`src/hw/rtl/ccbp_pkg.sv`:
```
// ----------------------------------------------------------------------------
// ccbp_pkg
// shared types and constants of the coefficient compress bit packer
// ----------------------------------------------------------------------------
package ccbp_pkg;

    localparam int unsigned COEF_W   = 13;
    localparam int unsigned VAL_W    = 11;
    localparam int unsigned N_W      = 28;
    localparam int unsigned RECIP_W  = 29;
    localparam int unsigned PROD_W   = N_W + RECIP_W;
    localparam int unsigned QUO_W    = 17;
    localparam int unsigned RECIP_SH = 40;

    localparam logic [11:0] MOD_Q    = 12'd3329;
    localparam logic [10:0] HALF_Q   = 11'd1664;
    localparam logic [RECIP_W-1:0] RECIP =
        RECIP_W'((64'd1 << RECIP_SH) / 64'd3329);

    localparam logic [3:0] CBITS_RESET = 4'd10;
    localparam logic [3:0] CBITS_WIDE  = 4'd11;

    localparam int unsigned QUEUE_DEPTH_DEF = 8;

    typedef struct packed {
        logic             mode11;
        logic [VAL_W-1:0] value;
    } t_entry;

endpackage

```
`src/hw/rtl/ccbp_front.sv`:
```
// ----------------------------------------------------------------------------
// ccbp_front
// maps coefficients in -q..q-1 into 0..q-1, compresses by reciprocal multiply
// ----------------------------------------------------------------------------
module ccbp_front (
    input  logic                          i_clk,
    input  logic                          i_rst_n,
    input  logic                          i_valid,
    input  logic [ccbp_pkg::COEF_W-1:0]   i_coef,
    input  logic                          i_mode11,
    output logic                          o_valid,
    output ccbp_pkg::t_entry              o_entry
);
    import ccbp_pkg::*;

    logic [16:0]       w_sum;
    logic [15:0]       w_x;
    logic [26:0]       w_xsh;
    logic [N_W-1:0]    w_n;

    logic              r1_v, r2_v, r3_v;
    logic              r1_m, r2_m, r3_m;
    logic [N_W-1:0]    r1_n, r2_n, r3_n;
    logic [PROD_W-1:0] r2_prod;
    logic [QUO_W-1:0]  w_q0, r3_q0;
    logic [28:0]       r3_p;
    logic [28:0]       w_rem;
    logic [VAL_W-1:0]  w_q;

    always_comb begin
        w_sum = 17'({3'b111, i_coef}) + 17'(MOD_Q);
        w_x   = i_coef[COEF_W-1] ? w_sum[15:0] : {3'b000, i_coef};
        w_xsh = i_mode11 ? {w_x, 11'b0} : {1'b0, w_x, 10'b0};
        w_n   = N_W'(w_xsh) + N_W'(HALF_Q);
    end

    assign w_q0 = r2_prod[RECIP_SH +: QUO_W];

    always_comb begin
        w_rem = 29'(r3_n) - r3_p;
        w_q   = (w_rem >= 29'(MOD_Q)) ? (r3_q0[VAL_W-1:0] + VAL_W'(1)) : r3_q0[VAL_W-1:0];
    end

    always_ff @(posedge i_clk) begin
        if (!i_rst_n) begin
            r1_v <= 1'b0;
            r2_v <= 1'b0;
            r3_v <= 1'b0;
        end else begin
            r1_v <= i_valid;
            r2_v <= r1_v;
            r3_v <= r2_v;
        end
    end

    always_ff @(posedge i_clk) begin
        r1_n    <= w_n;
        r1_m    <= i_mode11;
        r2_prod <= PROD_W'(r1_n) * PROD_W'(RECIP);
        r2_n    <= r1_n;
        r2_m    <= r1_m;
        r3_q0   <= w_q0;
        r3_p    <= 29'(w_q0) * 29'(MOD_Q);
        r3_n    <= r2_n;
        r3_m    <= r2_m;
    end

    assign o_valid        = r3_v;
    assign o_entry.mode11 = r3_m;
    assign o_entry.value  = r3_m ? w_q : {1'b0, w_q[VAL_W-2:0]};

endmodule

```
`src/hw/rtl/ccbp_queue.sv`:
```
// ----------------------------------------------------------------------------
// ccbp_queue
// small register fifo of compressed values between front and back
// ----------------------------------------------------------------------------
module ccbp_queue #(
    parameter int unsigned DEPTH = ccbp_pkg::QUEUE_DEPTH_DEF
) (
    input  logic              i_clk,
    input  logic              i_rst_n,
    input  logic              i_push,
    input  ccbp_pkg::t_entry  i_push_data,
    input  logic              i_pop,
    output ccbp_pkg::t_entry  o_pop_data,
    output logic              o_empty
);
    import ccbp_pkg::*;

    localparam int unsigned PTR_W = (DEPTH > 1) ? $clog2(DEPTH) : 1;
    localparam int unsigned CNT_W = $clog2(DEPTH + 1);

    t_entry           r_mem [DEPTH];
    logic [PTR_W-1:0] r_wptr, n_wptr;
    logic [PTR_W-1:0] r_rptr, n_rptr;
    logic [CNT_W-1:0] r_cnt, n_cnt;

    always_comb begin
        n_wptr = r_wptr;
        n_rptr = r_rptr;
        n_cnt  = r_cnt;
        if (i_push) begin
            n_wptr = (r_wptr == PTR_W'(DEPTH - 1)) ? '0 : r_wptr + PTR_W'(1);
        end
        if (i_pop) begin
            n_rptr = (r_rptr == PTR_W'(DEPTH - 1)) ? '0 : r_rptr + PTR_W'(1);
        end
        if (i_push && !i_pop) begin
            n_cnt = r_cnt + CNT_W'(1);
        end else if (!i_push && i_pop) begin
            n_cnt = r_cnt - CNT_W'(1);
        end
    end

    always_ff @(posedge i_clk) begin
        if (!i_rst_n) begin
            r_wptr <= '0;
            r_rptr <= '0;
            r_cnt  <= '0;
        end else begin
            r_wptr <= n_wptr;
            r_rptr <= n_rptr;
            r_cnt  <= n_cnt;
        end
    end

    always_ff @(posedge i_clk) begin
        if (i_push) begin
            r_mem[r_wptr] <= i_push_data;
        end
    end

    assign o_pop_data = r_mem[r_rptr];
    assign o_empty    = (r_cnt == '0);

endmodule

```
`src/hw/rtl/ccbp_back.sv`:
```
// ----------------------------------------------------------------------------
// ccbp_back
// appends compressed values to the bit accumulator and emits bytes
// ----------------------------------------------------------------------------
module ccbp_back (
    input  logic              i_clk,
    input  logic              i_rst_n,
    input  logic              i_empty,
    input  ccbp_pkg::t_entry  i_entry,
    output logic              o_pop,
    output logic              o_valid,
    input  logic              i_ready,
    output logic [7:0]        o_byte,
    output logic              o_last
);
    import ccbp_pkg::*;

    logic [6:0]  r_bits, n_bits;
    logic [2:0]  r_cnt, n_cnt;
    logic        r_second, n_second;
    logic [7:0]  r_hold, n_hold;
    logic        r_out_v, n_out_v;
    logic [7:0]  r_out_b, n_out_b;
    logic        r_out_l, n_out_l;
    logic        w_adv;
    logic [17:0] w_acc;
    logic [4:0]  w_tot;

    assign w_adv = !r_out_v || i_ready;
    assign o_pop = w_adv && !r_second && !i_empty;

    always_comb begin
        w_acc    = 18'(r_bits) | (18'(i_entry.value) << r_cnt);
        w_tot    = 5'(r_cnt) + (i_entry.mode11 ? 5'd11 : 5'd10);
        n_bits   = r_bits;
        n_cnt    = r_cnt;
        n_second = r_second;
        n_hold   = r_hold;
        n_out_v  = r_out_v;
        n_out_b  = r_out_b;
        n_out_l  = r_out_l;
        if (w_adv) begin
            if (r_second) begin
                n_out_v  = 1'b1;
                n_out_b  = r_hold;
                n_out_l  = 1'b1;
                n_second = 1'b0;
            end else if (!i_empty) begin
                n_out_v = 1'b1;
                n_out_b = w_acc[7:0];
                n_cnt   = w_tot[2:0];
                if (w_tot[4]) begin
                    n_out_l  = 1'b0;
                    n_hold   = w_acc[15:8];
                    n_bits   = {5'b0, w_acc[17:16]};
                    n_second = 1'b1;
                end else begin
                    n_out_l = 1'b1;
                    n_bits  = w_acc[14:8];
                end
            end else begin
                n_out_v = 1'b0;
            end
        end
    end

    always_ff @(posedge i_clk) begin
        if (!i_rst_n) begin
            r_bits   <= '0;
            r_cnt    <= '0;
            r_second <= 1'b0;
            r_out_v  <= 1'b0;
        end else begin
            r_bits   <= n_bits;
            r_cnt    <= n_cnt;
            r_second <= n_second;
            r_out_v  <= n_out_v;
        end
    end

    always_ff @(posedge i_clk) begin
        r_hold  <= n_hold;
        r_out_b <= n_out_b;
        r_out_l <= n_out_l;
    end

    assign o_valid = r_out_v;
    assign o_byte  = r_out_b;
    assign o_last  = r_out_l;

endmodule

```
`src/hw/rtl/coeff_compress_bit_packer_top.sv`:
```
// ----------------------------------------------------------------------------
// coeff_compress_bit_packer_top
// compresses coefficients to 10 or 11 bits and packs them lsb first into bytes
//
//  channel   dir  transfer when                  payload
//  s_axis    in   i_s_axis_tvalid & tready       tdata[12:0] coefficient
//  m_axis    out  o_m_axis_tvalid & tready       tdata[7:0] packed byte, tlast
//  cfg       in   i_cfg_valid & o_cfg_ready      cfg_data[3:0] compressed bits
//
// a coefficient can be taken every cycle while tready is high; bytes leave one
// per cycle while the receiver is ready, and a two-byte coefficient holds off
// the next pop until its second byte is registered; input to first byte passes
// three compress stages, the queue write and the output register
// input tready drops once queue plus compress stages hold QUEUE_DEPTH items
// synchronous active-low reset clears the accumulator and sets 10-bit mode
// ----------------------------------------------------------------------------
module coeff_compress_bit_packer_top #(
    parameter int unsigned QUEUE_DEPTH = ccbp_pkg::QUEUE_DEPTH_DEF
) (
    input  logic        i_clk,
    input  logic        i_rst_n,
    input  logic        i_s_axis_tvalid,
    output logic        o_s_axis_tready,
    input  logic [15:0] i_s_axis_tdata,   // [12:0] coefficient
    output logic        o_m_axis_tvalid,
    input  logic        i_m_axis_tready,
    output logic [7:0]  o_m_axis_tdata,   // [7:0] packed_byte
    output logic        o_m_axis_tlast,
    input  logic        i_cfg_valid,
    output logic        o_cfg_ready,
    input  logic [3:0]  i_cfg_data
);
    import ccbp_pkg::*;

    localparam int unsigned USED_W = $clog2(QUEUE_DEPTH + 1);

    logic [3:0]        r_cbits;
    logic [USED_W-1:0] r_used, n_used;
    logic              w_in_xfer;
    logic              w_fr_valid;
    t_entry            w_fr_entry;
    t_entry            w_q_entry;
    logic              w_pop;
    logic              w_empty;

    assign o_cfg_ready     = 1'b1;
    assign o_s_axis_tready = (r_used < USED_W'(QUEUE_DEPTH));
    assign w_in_xfer       = i_s_axis_tvalid && o_s_axis_tready;

    always_ff @(posedge i_clk) begin
        if (!i_rst_n) begin
            r_cbits <= CBITS_RESET;
        end else if (i_cfg_valid && o_cfg_ready) begin
            r_cbits <= i_cfg_data;
        end
    end

    always_comb begin
        n_used = r_used;
        if (w_in_xfer && !w_pop) begin
            n_used = r_used + USED_W'(1);
        end else if (!w_in_xfer && w_pop) begin
            n_used = r_used - USED_W'(1);
        end
    end

    always_ff @(posedge i_clk) begin
        if (!i_rst_n) begin
            r_used <= '0;
        end else begin
            r_used <= n_used;
        end
    end

    ccbp_front u_front (
        .i_clk    (i_clk),
        .i_rst_n  (i_rst_n),
        .i_valid  (w_in_xfer),
        .i_coef   (i_s_axis_tdata[COEF_W-1:0]),
        .i_mode11 (r_cbits == CBITS_WIDE),
        .o_valid  (w_fr_valid),
        .o_entry  (w_fr_entry)
    );

    ccbp_queue #(
        .DEPTH (QUEUE_DEPTH)
    ) u_queue (
        .i_clk       (i_clk),
        .i_rst_n     (i_rst_n),
        .i_push      (w_fr_valid),
        .i_push_data (w_fr_entry),
        .i_pop       (w_pop),
        .o_pop_data  (w_q_entry),
        .o_empty     (w_empty)
    );

    ccbp_back u_back (
        .i_clk   (i_clk),
        .i_rst_n (i_rst_n),
        .i_empty (w_empty),
        .i_entry (w_q_entry),
        .o_pop   (w_pop),
        .o_valid (o_m_axis_tvalid),
        .i_ready (i_m_axis_tready),
        .o_byte  (o_m_axis_tdata),
        .o_last  (o_m_axis_tlast)
    );

    a_used_bound: assert property (@(posedge i_clk) disable iff (!i_rst_n)
        r_used <= USED_W'(QUEUE_DEPTH))
        else $error("in-flight count exceeds queue depth");

    a_no_pop_empty: assert property (@(posedge i_clk) disable iff (!i_rst_n)
        !(w_pop && w_empty))
        else $error("pop from empty queue");

    a_second_byte: assert property (@(posedge i_clk) disable iff (!i_rst_n)
        o_m_axis_tvalid && i_m_axis_tready && !o_m_axis_tlast
        |=> o_m_axis_tvalid && o_m_axis_tlast)
        else $error("second byte of a coefficient did not follow");

endmodule

```
`config.mk`:
```
export PLATFORM = sky130hd
export DESIGN_NAME = coeff_compress_bit_packer_top
export DESIGN_NICKNAME = d
export VERILOG_FILES = /design/src/hw/rtl/ccbp_pkg.sv /design/src/hw/rtl/ccbp_front.sv /design/src/hw/rtl/ccbp_queue.sv /design/src/hw/rtl/ccbp_back.sv /design/src/hw/rtl/coeff_compress_bit_packer_top.sv
export SDC_FILE = /design/constraint.sdc
export NUM_CORES = 1
export LEC_CHECK = 0
export BUFFER_PORTS_ARGS = -buffer_cell sky130_fd_sc_hd__buf_2
export CORE_MARGIN = 8
export CORE_UTILIZATION = 55
export CTS_BUF_LIST = sky130_fd_sc_hd__clkbuf_4
export CTS_CLUSTER_SIZE = 40
export DETAILED_ROUTE_END_ITERATION = 10
export PLACE_DENSITY = 0.73
export SLEW_MARGIN = 25
export SYNTH_ARGS = -nofsm -noshare
export SYNTH_HDL_FRONTEND = slang
export SYNTH_SLANG_ARGS = --single-unit
```
`constraint.sdc`:
```
create_clock -name i_clk -period 9.1 [get_ports i_clk]
set_clock_uncertainty 0.2 [all_clocks]
set_input_delay 0.455 -clock i_clk [delete_from_list [all_inputs] [get_ports i_clk]]
set_output_delay 0.455 -clock i_clk [all_outputs]
set_load 0.005 [all_outputs]
```
; Word-level counts from Yosys, hierarchy flattened
; Memory sizes are Yosys's and may differ from the RTL's. A register that Yosys moved wholly into a read port is not among the register bits.
; Cells that the tools add are included.
; Widths: inputs -> output; s select.
[word_totals]
n_memories = 1
out_inout_bits = 12
input_bits = 25
regBits = 231
ram_bits = 96
word_cells = 93
[op_classes]
n_addsub = 11
magnitude_cmp = 2
bitwise = 3
mux = 25
n_shift = 1
n_eq_ne = 4
mul = 2
n_reduce_logical = 20
[mem_list]
columns = name, depth, width, rd, rd_clocked_by_memory_dff, write_ports, line
row1 = u_queue.r_mem, 8, 12, 1, 1, 1, ccbp_queue.sv:21  ; t_entry r_mem [DEPTH];
[ops]
columns = operator, count
row1 = $mul 28x26->54 const B, 1
row2 = $ge 29x12->1 const B, 1
row3 = $mul 17x12->29 const B, 1
row4 = $sub 28x29->29, 1
row5 = $add 27x11->28 const B, 1
row6 = $mux 27, 1
row7 = $mux 11, 2
row8 = $or 7x18->18, 1
row9 = $shl 11x3->18, 1
row10 = $add 16x12->16 const B, 1
row11 = $mux 16, 1
row12 = $mux 4, 4
row13 = $mux 8, 2
row14 = $mux 3, 4
row15 = $add 11x1->11 const B, 1
row16 = $mux 1, 10
row17 = $add 4x1->4 const B, 2
row18 = $sub 4x1->4 const B, 2
row19 = $logic_and 1x1->1, 7
row20 = $mux 7, 1
row21 = $add 3x1->3 const B, 2
row22 = $eq 3x3->1 const B, 2
row23 = $logic_not 1->1, 6
row24 = $add 3x5->5, 1
row25 = other kinds (10), 12

; Longest topological paths before layout
; Gate-level depths: netlist (run 1).
[depth]
ltp_word = 7
ltp_mapped = 23
depth_no_buf = 23

; By module
; Synthesis (run 1) repeated with hierarchy kept, for this count alone.
[unflattened]
hier_cells = 2063
area_unflattened_um2 = 22645.5
[modules_own_cells]
columns = mod, area_each_um2, cells_each, seq_area_each_um2, n_inst
row1 = ccbp_front, 16144.2, 1654, 2182.1, 1
row2 = ccbp_queue, 4341.7, 212, 3143.0, 1
row3 = ccbp_back, 1710.4, 152, 750.7, 1
row4 = coeff_compress_bit_packer_top, 449.2, 45, 160.2, 1

; Worst setup path after synthesis (run 1)
; OpenSTA, ideal clock, no wires.
[synth_path]
kind = register -> register
from = register u_front.r1_n[20]
to = register u_front.r2_prod[55]
path_buffers = 0
synth_period_minus_slack_ns = 6.717
arrival_ns = 6.394
stages_incl_launch_ff = 22
setup_slack_ns = 2.383
t_required_ns = 8.777
setup_time_ns = 0.123
path_cell_list = dfxtp_1 -> inv_1 -> fa_1 -> fa_1 -> fa_1 -> inv_1 -> fa_1 -> fa_1 -> fa_1 -> inv_1 -> fa_1 -> inv_1 -> ha_1 -> or4_1 -> o2111ai_1 -> o21ai_0 -> o2bb2ai_1 -> o2111ai_1 -> a21oi_1 -> o31ai_1 -> o21bai_1 -> xor2_1
[synth_via]
elab_chain_cells = 1
[synth_lines]
columns = element, line
row1 = start: declaration, ccbp_front.sv:23  ; logic [N_W-1:0] r1_n, r2_n, r3_n;
row2 = start signal: assignment, ccbp_front.sv:57  ; r1_n <= w_n;
row3 = $mul 28x26->54, ccbp_front.sv:59  ; r2_prod <= PROD_W'(r1_n) * PROD_W'(RECIP);
row4 = end signal: assignment, ccbp_front.sv:59
row5 = end: declaration, ccbp_front.sv:24  ; logic [PROD_W-1:0] r2_prod;
; Every way passes these cells.
; A chain may end at the register's enable or synchronous reset.

; Worst setup path after layout (run 1)
[layout_path]
from = register u_front.r1_n[18]
to = register u_front.r2_prod[55]
; Same word-level chain as after synthesis.

==> results.sh, run 1 <==
export IMPL_clk_latency_ns=0.74
export IMPL_final_hold_violation_count=0
export IMPL_wire_per_inst_um=17.2
export IMPL_synth_cell_types=77
export IMPL_crit_path_start_kind="flop"
export IMPL_startpoint="u_front.r1_n[18]$_DFF_P_"
export IMPL_yosys_warnings=0
export IMPL_hpwl_um=38100
export IMPL_drv_cap=0
export IMPL_row_count=74
export IMPL_grt_pass1_vias=16200
export IMPL_die_y_um=219
export IMPL_yosys_most_used_dff="dfxtp_1"
export IMPL_synth_top_area_cell="fa_1"
export IMPL_cp_data_required_time_ns=9.49
export IMPL_synthTopCellsByArea="fa_1 22%, ha_1 18%, edfxtp_1 15%, dfxtp_1 13%, inv_1 8.4%"
export IMPL_clock_sinks=255
export IMPL_cts_root_buf="clkbuf_4"
export IMPL_fin_setup_tns_ns=0
export IMPL_fin_nets=2850
export IMPL_timing_fmax_ghz=0.124
export IMPL_slew_violations=0
export IMPL_rsz0062_at_grt="false"
export IMPL_core_area_um2=40700
export IMPL_wl_um=48400
export IMPL_synth_edf_count=113
export IMPL_syn_inst=2139
export IMPL_htree_levels=3
export IMPL_via_per_inst=5.38
export IMPL_hold_ws_ns=0.0951
export IMPL_drc=0
export IMPL_drt_iter0_drc=918
export IMPL_grt_pass1_wl_um=80800
export IMPL_grt_max_degree=34
export IMPL_finalCritPeriodShare=0.886
export IMPL_syn_area_per_cell_um2=10.6
export IMPL_endpoint_kind="flop"
export IMPL_drive_gt1_frac=0.0917
export IMPL_grt_util_all_layers=0.211
export IMPL_yosysSeqAreaShare=0.276
export IMPL_antenna_found_initial=2
export IMPL_clk_pin_slew_worst_paths_ns=0.06
export IMPL_async_reset_ff_frac=0
export IMPL_cts_max_path_buffers=3
export IMPL_drtAntennaViolNets=0
export IMPL_ys_ff_latch=255
export IMPL_max_slew_margin=0.362
export IMPL_critPathKind="reg -> reg"
export IMPL_start_util=0.555
export IMPL_reg2reg_from="u_front.r1_n[18]$_DFF_P_"
export IMPL_die_area_um2=47800
export IMPL_fill_cells=3396
export IMPL_cts_resized=0
export IMPL_grt_overflow=0
export IMPL_dr_pass1_iters=7
export IMPL_synthDominantCellAreaShare=0.220
export IMPL_vias=15200
export IMPL_hp_start="i_s_axis_tdata[2]"
export IMPL_finalSetupViolCount=0
export IMPL_layout_min_cycle_time_ns=8.06
export IMPL_status="finished clean"
export IMPL_io_pins=37
export IMPL_hp_class="in -> reg"
export IMPL_cts_tree="done"
export IMPL_port_buffers=32
export IMPL_cp_arrival_ns=8.46
export IMPL_area_delta_synth_final_pct=8.48
export IMPL_cts_made_buffers=69
export IMPL_syn_area_um2=22600
export IMPL_tightestPinTransition_ns=0.951
export IMPL_crit_fanout=9
export IMPL_fp_dieW_um=219
export IMPL_gp_congestion=0.934
export IMPL_multi_input_area_um2=14300
export IMPL_synth_net_count=2745
export IMPL_seq_area_um2=6240
## cell usage after synthesis, drive strengths merged (12+ instances only)
master	instances
a21o	15
a21oi	71
a31oi	12
and2	18
and3	13
clkbuf	29
dfxtp	142
edfxtp	113
fa	248
ha	333
inv	506
mux2	14
mux2i	29
mux4	24
nand2	82
nand2b	16
nand3	29
nor2	71
nor2b	25
nor3	33
o21ai	64
xnor2	49
xor2	29
## cell families (layout without fill, tap and decap cells)
logic type | count (synthesis) | count (layout) | share of synthesized area
adder cells (fa/ha/maj) | 581 | 581 | 0.404
buffers and inverters | 547 | 699 | 0.0915
AND/OR/NAND/NOR | 342 | 342 | 0.0774
AO/OA/AOI/OAI | 267 | 267 | 0.0763
flip-flops | 255 | 255 | 0.276
XOR/XNOR | 78 | 78 | 0.0306
multiplexers | 67 | 67 | 0.0441
other | 2 | 3 | 0.000332
## per-stage QoR
stage | instance area, µm² | util | std cells | setup slack (ns)
floorplan | 22600 | - | 2139 | 2.38
detailed placement | 23400 | 0.574 | 2679 | 1.01
CTS | 24500 | 0.602 | 2823 | 0.985
finish | 24500 | 0.602 | 2824 | 1.04
global placement | 23400 | 0.574 | 2679 | 1.14
global route | 24500 | 0.602 | 2824 | 0.742
## sequential cells by signal, indices dropped and copies added (netlist names), 3 cells and up, named ones only
| signal | cells |
|---|---|
| u_queue.r_rptr | 3 |
| u_queue.r_mem | 96 |
| u_front.r2_n | 17 |
| u_back.r_bits | 7 |
| u_front.r1_n | 18 |
| r_used | 4 |
| u_back.r_hold | 8 |
| r_cbits | 4 |
| u_back.r_cnt | 3 |
| u_queue.r_cnt | 4 |
| u_front.r2_prod | 18 |
| u_front.r3_p | 21 |
| u_back.o_byte | 8 |
| u_queue.r_wptr | 3 |
| u_front.r3_n | 18 |
| u_front.r3_q0 | 11 |
## metal layers
layer / up-vias / routed length [µm] / global-route usage
met3: 97 / 2660 / 0.0377
li1: 7308 / - / -
met1: 7396 / 20600 / 0.270
met2: 402 / 23600 / 0.355
met5: - / 0 / 0
met4: 0 / 1530 / 0.0812
## layout make-up
cell class / instances / share of cell area
repair buffers: 73 / 0.0217
flip-flops and latches: 255 / 0.254
well taps: 532 / 0.0271
clock inverters: 20 / 0.00546
diodes: 1 / 0.000102
multi-input cells: 1337 / 0.584
inverters: 508 / 0.0778
clock buffers: 98 / 0.0300
## critical path, stage by stage, from the launching register on
cell and delay, ns:
dfxtp_1 0.83, fa_1 0.63, inv_1 0.12, fa_1 0.46, fa_1 0.51, inv_1 0.06
fa_1 0.42, fa_1 0.50, fa_1 0.49, inv_1 0.05, fa_1 0.53, inv_1 0.05
ha_1 0.30, a21oi_1 0.16, o21ai_0 0.27, a311oi_1 0.82, nor3_1 0.22, o2111ai_1 0.32
a21oi_1 0.17, o31ai_1 0.56, o21bai_1 0.14, xor2_1 0.17
## path summary, 6_finish.rpt
check | slack, ns | end | cells past startpoint
hold reg to reg | 0.11 | u_front.r3_n[25]$_DFF_P_ | 0
hold / removal | 0.1 | u_front.r1_n[13]$_DFF_P_ | 4
setup reg to reg | 1.04 | u_front.r2_prod[55]$_DFF_P_ | 21
setup / recovery | 1.04 | u_front.r2_prod[55]$_DFF_P_ | 21
## timing repair
action / 4_1_cts / 5_1_grt
endpoints found under the hold margin: 29 / 0
setup buffers: 0 / 0
hold buffers: 26 / 0
## cell usage in the layout, fill, tap and decap left out, types with 8 or more instances in the layout
cell,n
and3_1,13
ha_1,333
xnor2_1,48
clkinv_1,11
mux2i_1,28
o21ai_0,64
a31oi_1,12
nand2_1,82
buf_4,15
buf_2,32
a221oi_1,8
a211oi_1,11
edfxtp_1,113
mux4_2,24
nand2b_1,16
xor2_1,29
o21a_1,11
a21oi_1,71
nor2_1,71
a21o_1,15
nor4_1,8
dfxtp_1,142
mux2_2,12
nor3_1,31
and2_1,17
a21boi_0,8
nor2b_1,25
o21bai_1,9
inv_1,506
dlygate4sd3_1,26
o211ai_1,10
fa_1,248
clkbuf_4,98
nand3_1,28
nand4_1,11
Power of run 1 is not shown: default switching activity piles up to over one toggle a cycle in this logic, so the estimate is an artifact.
==> inputs of run 2 (changes only) <==
--- a/config.mk
+++ b/config.mk
@@ -7,11 +7,11 @@
 export LEC_CHECK = 0
 export BUFFER_PORTS_ARGS = -buffer_cell sky130_fd_sc_hd__buf_2
 export CORE_MARGIN = 8
-export CORE_UTILIZATION = 55
+export CORE_UTILIZATION = 40
 export CTS_BUF_LIST = sky130_fd_sc_hd__clkbuf_4
 export CTS_CLUSTER_SIZE = 40
 export DETAILED_ROUTE_END_ITERATION = 10
-export PLACE_DENSITY = 0.73
+export PLACE_DENSITY = 0.57
 export SLEW_MARGIN = 25
 export SYNTH_ARGS = -nofsm -noshare
 export SYNTH_HDL_FRONTEND = slang
==> run 2 against run 1 <==
Die area rose by 35%. Maximum frequency rose by 3.6%. Count of clock-buffer cells in the layout did not move. Core utilization fell by 16 points. First-iteration DRC count fell by 22%. Routed wire length rose by 2.7%. Worst hold slack improved by 0.018 ns.
==> results.sh, run 2 (synthesis gave the netlist of run 1 again) <==
export IMPL_port_buffers=32
export IMPL_r2r_cells=22
export IMPL_gp_congestion=0.901
export IMPL_fin_nets=2864
export IMPL_cts_root_buf="clkbuf_4"
export IMPL_worst_r2r_setup_slack_ns=1.32
export IMPL_crit_path_start_kind="flop"
export IMPL_clk_pin_slew_worst_paths_ns=0.06
export IMPL_fill_cells=5465
export IMPL_io_pins=37
export IMPL_wire_per_inst_um=16.2
export IMPL_timing_fmax_ghz=0.128
export IMPL_reg2reg_to="u_front.r2_prod[55]$_DFF_P_"
export IMPL_finalSetupViolCount=0
export IMPL_crit_fanout=7
export IMPL_cp_arrival_ns=8.23
export IMPL_drtAntennaViolNets=0
export IMPL_htree_levels=3
export IMPL_area_delta_synth_final_pct=10.2
export IMPL_row_count=87
export IMPL_die_area_um2=64400
export IMPL_clk_latency_ns=0.77
export IMPL_layout_commonest_cell="inv_1"
export IMPL_finalCritPeriodShare=0.855
export IMPL_grt_overflow=0
export IMPL_grt_pass1_vias=15800
export IMPL_final_hold_violation_count=0
export IMPL_rsz0062_at_grt="false"
export IMPL_wl_um=49700
export IMPL_critPathKind="reg -> reg"
export IMPL_drv_cap=0
export IMPL_cts_resized=0
export IMPL_antenna_found_initial=1
export IMPL_drc=0
export IMPL_layout_min_cycle_time_ns=7.78
export IMPL_endpoint_kind="flop"
export IMPL_whs_path_depth=0
export IMPL_fp_dieW_um=254
export IMPL_hp_class="reg -> reg"
export IMPL_cts_tree="done"
export IMPL_die_y_um=254
export IMPL_top_regs="u_queue.r_mem (96), u_front.r3_p (21)"
export IMPL_vias=15100
export IMPL_min_to="u_front.r3_n[24]$_DFF_P_"
export IMPL_slew_violations=0
export IMPL_via_per_inst=4.92
export IMPL_cts_made_buffers=72
export IMPL_regMostFlops="u_queue.r_mem"
export IMPL_hp_start="u_front.r2_n[24]$_DFF_P_"
export IMPL_tightestPinTransition_ns=0.800
export IMPL_reg2reg_from="u_front.r1_n[23]$_DFF_P_"
export IMPL_largest_reg_flops=96
export IMPL_clock_sinks=255
export IMPL_fin_setup_tns_ns=0
export IMPL_cp_data_required_time_ns=9.54
export IMPL_core_area_um2=56200
export IMPL_grt_max_degree=34
export IMPL_max_slew_margin=0.456
export IMPL_drive_gt1_frac=0.0942
export IMPL_start_util=0.402
export IMPL_status="finished clean"
export IMPL_grt_util_all_layers=0.161
export IMPL_dr_pass1_iters=5
export IMPL_drt_iter0_drc=713
export IMPL_mostFrequentLayoutCells="506 x inv_1, 333 x ha_1, 248 x fa_1"
export IMPL_hpwl_um=39700
export IMPL_grt_pass1_wl_um=81900
export IMPL_cts_max_path_buffers=3
-- run 2: cell types whose count changed in the layout (fill, tap and decap cells not counted), sizes merged --
cell and delta:
clkinvlp +1, clkinv +13, bufinv -1, dlygate4sd3 +4, buf +7, inv -1
-- run 2: how the worst max path moves through the flow --
stage / from / endpoint / cells past startpoint
after floorplan: u_front.r1_n[20]$_DFF_P_ / u_front.r2_prod[55]$_DFF_P_ / 21
after global placement: u_front.r1_n[23]$_DFF_P_ / u_front.r2_prod[55]$_DFF_P_ / 22
after detailed placement: u_front.r1_n[19]$_DFF_P_ / u_front.r2_prod[55]$_DFF_P_ / 21
after CTS: u_front.r1_n[19]$_DFF_P_ / u_front.r2_prod[55]$_DFF_P_ / 21
after global routing: u_front.r1_n[25]$_DFF_P_ / u_front.r2_prod[55]$_DFF_P_ / 22
final: u_front.r1_n[23]$_DFF_P_ / u_front.r2_prod[55]$_DFF_P_ / 22
-- run 2: per-layer routing --
| metal | GRT usage | part of all wire | vias up |
|---|---|---|---|
| met5 | 0 | 0 | - |
| met4 | 0.0595 | 0.028 | 0 |
| met3 | 0.0329 | 0.055 | 84 |
| met2 | 0.267 | 0.48 | 326 |
| met1 | 0.207 | 0.44 | 7368 |
| li1 | - | - | 7337 |
-- run 2: metrics by stage --
stage | area [µm²] | hold slack, ns | setup WS [ns] | cells | util
2_1_floorplan | 22600 | 0.110 | 2.38 | 2139 | -
3_3_place_gp | 23700 | 0.110 | 1.21 | 2910 | 0.422
3_5_place_dp | 23700 | 0.112 | 1.14 | 2910 | 0.422
4_1_cts | 24900 | 0.0234 | 1.14 | 3070 | 0.444
5_1_grt | 24900 | 0.0908 | 0.781 | 3071 | 0.444
6_report | 24900 | 0.113 | 1.32 | 3071 | 0.444
-- run 2: what timing repair did --
item	in CTS	in global routing
buffers inserted	0	0
endpoints found under the hold margin	49	0
hold buffers	30	0
-- run 2: worst max-delay path, cell delays in order, from the launching register on --
cell and delay, ns:
dfxtp_1 0.60, inv_1 0.21, fa_1 0.63, inv_1 0.10
fa_1 0.50, inv_1 0.05, fa_1 0.35, inv_1 0.14
fa_1 0.44, fa_1 0.55, fa_1 0.58, inv_1 0.06
fa_1 0.52, inv_1 0.04, ha_1 0.32, and4_1 0.23
a221oi_1 0.63, o2bb2ai_1 0.23, o2111ai_1 0.31, a21oi_1 0.17
o31ai_1 0.55, o21bai_1 0.14, xor2_1 0.16
-- run 2: cell type report --
type | count | area, µm² | area share
Multi-Input combinational cell | 1337 | 14300 | 0.574
Sequential cell | 255 | 6240 | 0.250
Inverter | 508 | 1910 | 0.0765
Tap cell | 756 | 946 | 0.0380
Clock buffer | 98 | 736 | 0.0295
Timing Repair Buffer | 84 | 626 | 0.0251
Clock inverter | 32 | 154 | 0.00618
Antenna cell | 1 | 2.50 | 0.000100
Power of run 2 is left out for the same reason.
